==> config.mk <==
export PLATFORM = sky130hd
export DESIGN_NAME = elms_regs
export DESIGN_NICKNAME = d
export VERILOG_FILES = /design/src/rtl/elms_pkg.sv /design/src/rtl/elms_regs.sv
export SDC_FILE = /design/constraint.sdc
export NUM_CORES = 1
export LEC_CHECK = 0
export BUFFER_PORTS_ARGS = -buffer_cell sky130_fd_sc_hd__buf_2
export CORE_MARGIN = 2
export CORE_UTILIZATION = 49
export DETAILED_ROUTE_END_ITERATION = 12
export GPL_ROUTABILITY_DRIVEN = 0
export PLACE_DENSITY = 0.84
export SLEW_MARGIN = 20
export SYNTH_ARGS = -nofsm -noshare
export SYNTH_HDL_FRONTEND = slang
export SYNTH_SLANG_ARGS = --single-unit
export TNS_END_PERCENT = 20
==> constraint.sdc <==
create_clock -name clk_i -period 2.3 [get_ports clk_i]
set_clock_uncertainty 0.05 [all_clocks]
set_input_delay 0.46 -clock clk_i [delete_from_list [all_inputs] [get_ports clk_i]]
set_output_delay 0.46 -clock clk_i [all_outputs]
set_load 0.1 [all_outputs]
==> src/rtl/elms_pkg.sv <==
// ----------------------------------------------------------------------------
// ESR/LC measurement sequencer package
// Shared widths, register and generator codes, state types and helpers.
// ----------------------------------------------------------------------------
package elms_pkg;

  localparam int unsigned SlotDivideDef = 3;
  localparam int unsigned FracBits      = 16;
  localparam int unsigned AdcW          = 14;
  localparam int unsigned ResW          = 24;
  localparam int unsigned OpW           = 64;
  localparam int unsigned CfgAddrW      = 6;
  localparam int unsigned CfgDataW      = 64;

  localparam logic [AdcW-1:0] OverLevel = 14'd9800;
  localparam logic [OpW-1:0]  SatCapU   = 64'h4000_0000_0000_0000;
  localparam logic            ModeInd   = 1'b1;

  typedef enum logic [2:0] {
    REG_METER_MODE = 3'd0,
    REG_CAP_ZERO   = 3'd1,
    REG_CAP_TRIMS  = 3'd2,
    REG_IND_ZERO   = 3'd3,
    REG_IND_CORR   = 3'd4,
    REG_DCR_OFFSET = 3'd5
  } reg_idx_e;

  typedef enum logic [2:0] {
    GEN_DUAL_72K = 3'd0,
    GEN_DUAL_3K  = 3'd1,
    GEN_72K_36K  = 3'd2,
    GEN_72K_0HZ  = 3'd3,
    GEN_DC       = 3'd4
  } gen_mode_e;

  typedef enum logic [2:0] {
    MD_IDLE,
    MD_MUL,
    MD_CHK,
    MD_DIV,
    MD_DONE
  } md_state_e;

  typedef enum logic [1:0] {
    SQ_IDLE,
    SQ_ISSUE,
    SQ_WAIT,
    SQ_DONE
  } seq_state_e;

  typedef enum logic [4:0] {
    ST_VPP,
    ST_W_DIV,
    ST_W_SQ,
    ST_W_K,
    ST_W_FIN,
    ST_CAP,
    ST_COEF,
    ST_V,
    ST_ESR_PRE,
    ST_ESR,
    ST_CAP2,
    ST_R,
    ST_IND_E,
    ST_VY,
    ST_VZ,
    ST_PRI_PRE,
    ST_PRI,
    ST_SEC_PRE,
    ST_SEC
  } step_e;

  typedef struct packed {
    logic        meter_mode;
    logic [63:0] cap_zero_offsets;
    logic [31:0] cap_trims;
    logic [47:0] ind_zero_offsets;
    logic [31:0] ind_reactance_corr;
    logic [15:0] dcr_offset;
  } cfg_t;

  typedef struct packed {
    logic                  start;
    logic signed [OpW-1:0] a;
    logic signed [OpW-1:0] b;
    logic signed [OpW-1:0] c;
  } md_req_t;

  typedef struct packed {
    logic                  done;
    logic signed [OpW-1:0] res;
  } md_rsp_t;

  function automatic logic signed [OpW-1:0] sx16_f(logic [15:0] v);
    return {{(OpW-16){v[15]}}, v};
  endfunction

  function automatic logic signed [OpW-1:0] sx8_f(logic [7:0] v);
    return {{(OpW-8){v[7]}}, v};
  endfunction

  function automatic logic signed [ResW-1:0] sat24_f(logic signed [OpW-1:0] v);
    if (v > 64'sd8388607) begin
      return 24'sh7FFFFF;
    end else if (v < -64'sd8388608) begin
      return 24'sh800000;
    end
    return v[ResW-1:0];
  endfunction

  function automatic gen_mode_e gen_mode_f(logic ind, logic [1:0] ph);
    gen_mode_e m;
    case (ph)
      2'd0:    m = ind ? GEN_DC : GEN_DUAL_72K;
      2'd1:    m = GEN_DUAL_72K;
      2'd2:    m = GEN_DUAL_3K;
      default: m = ind ? GEN_72K_0HZ : GEN_72K_36K;
    endcase
    return m;
  endfunction

  function automatic logic [7:0] gen_phase_f(logic ind, logic [1:0] ph);
    if (ph == 2'd1 || ph == 2'd2) begin
      return ind ? 8'd64 : 8'd192;
    end
    return 8'd0;
  endfunction

endpackage

==> src/rtl/elms_regs.sv <==
// ----------------------------------------------------------------------------
// ESR/LC configuration registers
// APB-style register file, zero wait states, 64-bit data.
// ----------------------------------------------------------------------------
module elms_regs import elms_pkg::*; (
  input  logic                clk_i,
  input  logic                rst_ni,
  input  logic                psel,
  input  logic                penable,
  input  logic                pwrite,
  input  logic [CfgAddrW-1:0] paddr,
  input  logic [CfgDataW-1:0] pwdata,
  output logic [CfgDataW-1:0] prdata,
  output logic                pready,
  output cfg_t                cfg_o
);

  cfg_t     cfg_q;
  reg_idx_e idx;
  logic     wr_en;

  assign idx    = reg_idx_e'(paddr[CfgAddrW-1:3]);
  assign wr_en  = psel && penable && pwrite;
  assign pready = 1'b1;
  assign cfg_o  = cfg_q;

  always_ff @(posedge clk_i or negedge rst_ni) begin
    if (!rst_ni) begin
      cfg_q <= '0;
    end else if (wr_en) begin
      case (idx)
        REG_METER_MODE: cfg_q.meter_mode         <= pwdata[0];
        REG_CAP_ZERO:   cfg_q.cap_zero_offsets   <= pwdata;
        REG_CAP_TRIMS:  cfg_q.cap_trims          <= pwdata[31:0];
        REG_IND_ZERO:   cfg_q.ind_zero_offsets   <= pwdata[47:0];
        REG_IND_CORR:   cfg_q.ind_reactance_corr <= pwdata[31:0];
        REG_DCR_OFFSET: cfg_q.dcr_offset         <= pwdata[15:0];
        default: ;
      endcase
    end
  end

  always_comb begin
    prdata = '0;
    case (idx)
      REG_METER_MODE: prdata = {63'd0, cfg_q.meter_mode};
      REG_CAP_ZERO:   prdata = cfg_q.cap_zero_offsets;
      REG_CAP_TRIMS:  prdata = {32'd0, cfg_q.cap_trims};
      REG_IND_ZERO:   prdata = {16'd0, cfg_q.ind_zero_offsets};
      REG_IND_CORR:   prdata = {32'd0, cfg_q.ind_reactance_corr};
      REG_DCR_OFFSET: prdata = {48'd0, cfg_q.dcr_offset};
      default:        prdata = '0;
    endcase
  end

endmodule

==> out/qor.csv <==
stage,metric,value,unit
critical_path,CP Launch Type,input port,
critical_path,"slowest stage delay, CP",0.34,ns
clock_network,H-tree depth,4,
critical_path,WP data required,1.79,ns
pwr,Leakage,6.01,nW
clock_network,CTS Buf Count,17,
yosys,Post-Syn Area,0.00852,mm2
floorplan,total die area,0.0185,mm2
detailed_routing,router iterations before antenna repair,4,
yosys,Synth async-reset ratio,1.00,
floorplan,Initial Utilization,0.498,
detailed_routing,post-route ant nets,0,
detailed_routing,Initial DRC Count,311,
global_route,first-pass GRT wire length,40000,um
yosys,#FFs+latches synth,193,
yosys,Post-synth EDFFs,0,
layout,FILL cells,1108,
clock_network,clk slew on worst S/H paths,0.07,ns
critical_path,CP Buf/Inv Count,3,
sta,fin crit share,0.959,
pwr,Max VDD drop,913,uV
sta,worst-margin pin slew,0.572,ns
yosys,Synth area leaders,"dfrtp_1, mux2_2, mux2i_1",
floorplan,Die W,136,um
detailed_routing,final WL,26200,um
detailed_routing,vias post-DR,6658,
clock_network,TritonCTS clock tree,built,
min_path,Hold WC Path Type,in2reg,
outcome,outcome,"complete, no violations",
critical_path,Crit Path Category,in2out,
yosys,cell taking the most area after synthesis,dfrtp_1,
placement,HPWL after DPL,18400,um
placement,placed cell area,0.0119,mm2
layout,Largest register FFs,193,
yosys,Mapped Cells,577,
detailed_routing,Routed WL per cell,22.7,um
global_route,Total GRT Usage,0.288,
yosys,Commonest cells post-synth,"dfrtp_1, mux2_2, mux2i_1",
placement,I/O Buffers,328,
sta,RSZ-0062 raised after global routing,no,
sta,final hold viol count,0,
clock_network,root buffer cell,clkbuf_16,
floorplan,Core Region,0.0171,mm2
global_route,total gr overflow,0,
floorplan,I/O pins,333,
detailed_routing,vias per cell,5.75,
clock_network,clock tree buffer depth,2,
sta,"Setup violations, final",0,
critical_path,CP endpoint kind,output port,
critical_path,CP Cell Sequence,"buf_6, buf_12, mux2i_1, o2bb2ai_1, a221o_2, buf_12",
pwr,Pwr Density,1280,mW/mm2
placement,Placed Cells,1123,
critical_path,CP Max Fanout,14,
layout,final non-filler cell total,1157,
sta,min setup slack post-route,0.0944,ns
critical_path,arrival time at the worst endpoint,1.70,ns
placement,pre-CTS WS,-0.0877,ns
yosys,Post-Syn Nets,652,
critical_path,"Slowest-stage cell, CP",a221o_2,
layout,area delta synth->final,46.8,%
yosys,Cell variety after synth,32,
clock_network,total clock sinks,193,
floorplan,die height,136,um
layout,multi-input logic area,0.00367,mm2
pwr,Pwr Total,16.0,mW
yosys,sequential element share of the synthesized area,0.567,
sta,FMAX,453,MHz
floorplan,Rows,48,
sta,"Slew Viols, Final",0,
yosys,Ys Warns,0,
global_route,initial antenna violation count,1,
layout,nets@finish,993,
yosys,Mean Syn Cell Area,14.8,um2
clock_network,Worst-Skew Late Latency,0.42,ns
detailed_routing,DRC Markers,0,
yosys,main flop type after synthesis,dfrtp_1,
global_route,number of global-route vias before repair,7092,
critical_path,CP most frequent cell,buf_12,
layout,Final Instance Area,0.0125,mm2
sta,Final min period,2.21,ns
global_route,largest net degree at the start of global routing,66,
sta,setup tns final,0,ns
yosys,top cell type's share of synthesized area,0.567,
layout,register area,0.00487,mm2
job,MaxCap Viol Count,0,
layout,fraction of layout cells with a size suffix above 1,0.715,
critical_path,Top delay family on crit path,buffers and inverters,
sta,Rel. slew slack,0.619,
yosys,"count leader, synth",dfrtp_1,
[worst paths after layout]
kind | from | endpoint | slack (ns) | cells after the start
max in group asynchronous | rst_ni | cfg_o[12] | 0.97 | 3
min in group asynchronous | rst_ni | cfg_o[117] | 0.53 | 2
hold / removal | pwdata[62] | cfg_o[190] | 0.20 | 2
setup reg to reg | cfg_o[85] | cfg_o[85] | 1.43 | 1
setup / recovery | paddr[3] | prdata[2] | 0.09 | 6
hold reg to reg | cfg_o[17] | cfg_o[17] | 0.47 | 1
[repair_timing]
action                                 4_1_cts  5_1_grt
gates resized for setup                      1        1
hold buffers                                 1        0
endpoints found under the hold margin       56        0
setup buffers                                0        0
setup endpoints to repair                   15        1
[metrics by stage]
| step | util | hold WS (ns) |
|---|---|---|
| 2_1_floorplan | - | 0.114 |
| 3_3_place_gp | 0.695 | 0.443 |
| 3_5_place_dp | 0.695 | 0.442 |
| 4_1_cts | 0.730 | 0.188 |
| 5_1_grt | 0.730 | 0.185 |
| 6_report | 0.730 | 0.202 |
[cell usage in the layout, fill, tap and decap left out, types with 3 or more instances in the layout]
cell type and instances:
clkbuf_1 3, mux2_2 185, a22o_2 11, buf_4 20, a221o_2 8, o2bb2ai_1 15
dfrtp_2 31, mux2_1 9, clkbuf_16 17, and2_2 10, dfrtp_1 162, mux2i_1 31
inv_6 3, o22ai_4 11, nor2_4 3, clkinvlp_4 4, buf_2 262, a221o_1 7
buf_12 80, and2_1 6, a22o_1 5, a22oi_1 16, o22ai_2 5
[cell type report]
| type | instances | area share |
|---|---|---|
| Sequential cell | 193 | 0.389 |
| Multi-Input combinational cell | 340 | 0.293 |
| Timing Repair Buffer | 365 | 0.248 |
| Clock buffer | 21 | 0.0360 |
| Tap cell | 225 | 0.0225 |
| Clock inverter | 11 | 0.0104 |
| Inverter | 1 | 0.000300 |
| Antenna cell | 1 | 0.000200 |
[logic make-up after synthesis]
group,count (synthesis),share of synthesized area
AND/OR/NAND/NOR,34,0.0289
AO/OA/AOI/OAI,79,0.0760
multiplexers,226,0.296
buffers and inverters,44,0.0320
flip-flops,193,0.567
other,1,0.000440
[where the power goes]
group	internal [mW]	switching [mW]	total [mW]
sequential	4.08	0.553	4.63
combinational	1.63	6.80	8.43
clock	1.64	1.33	2.97
total	7.35	8.68	16.0
[routing by layer]
metal,GRT usage,vias up,part of all wire
met4,0.100,0,0.021
met2,0.506,268,0.52
li1,-,2835,-
met1,0.342,3507,0.39
met5,0,-,0
met3,0.0749,48,0.069
Note: power is estimated with default switching activity, not from simulation.
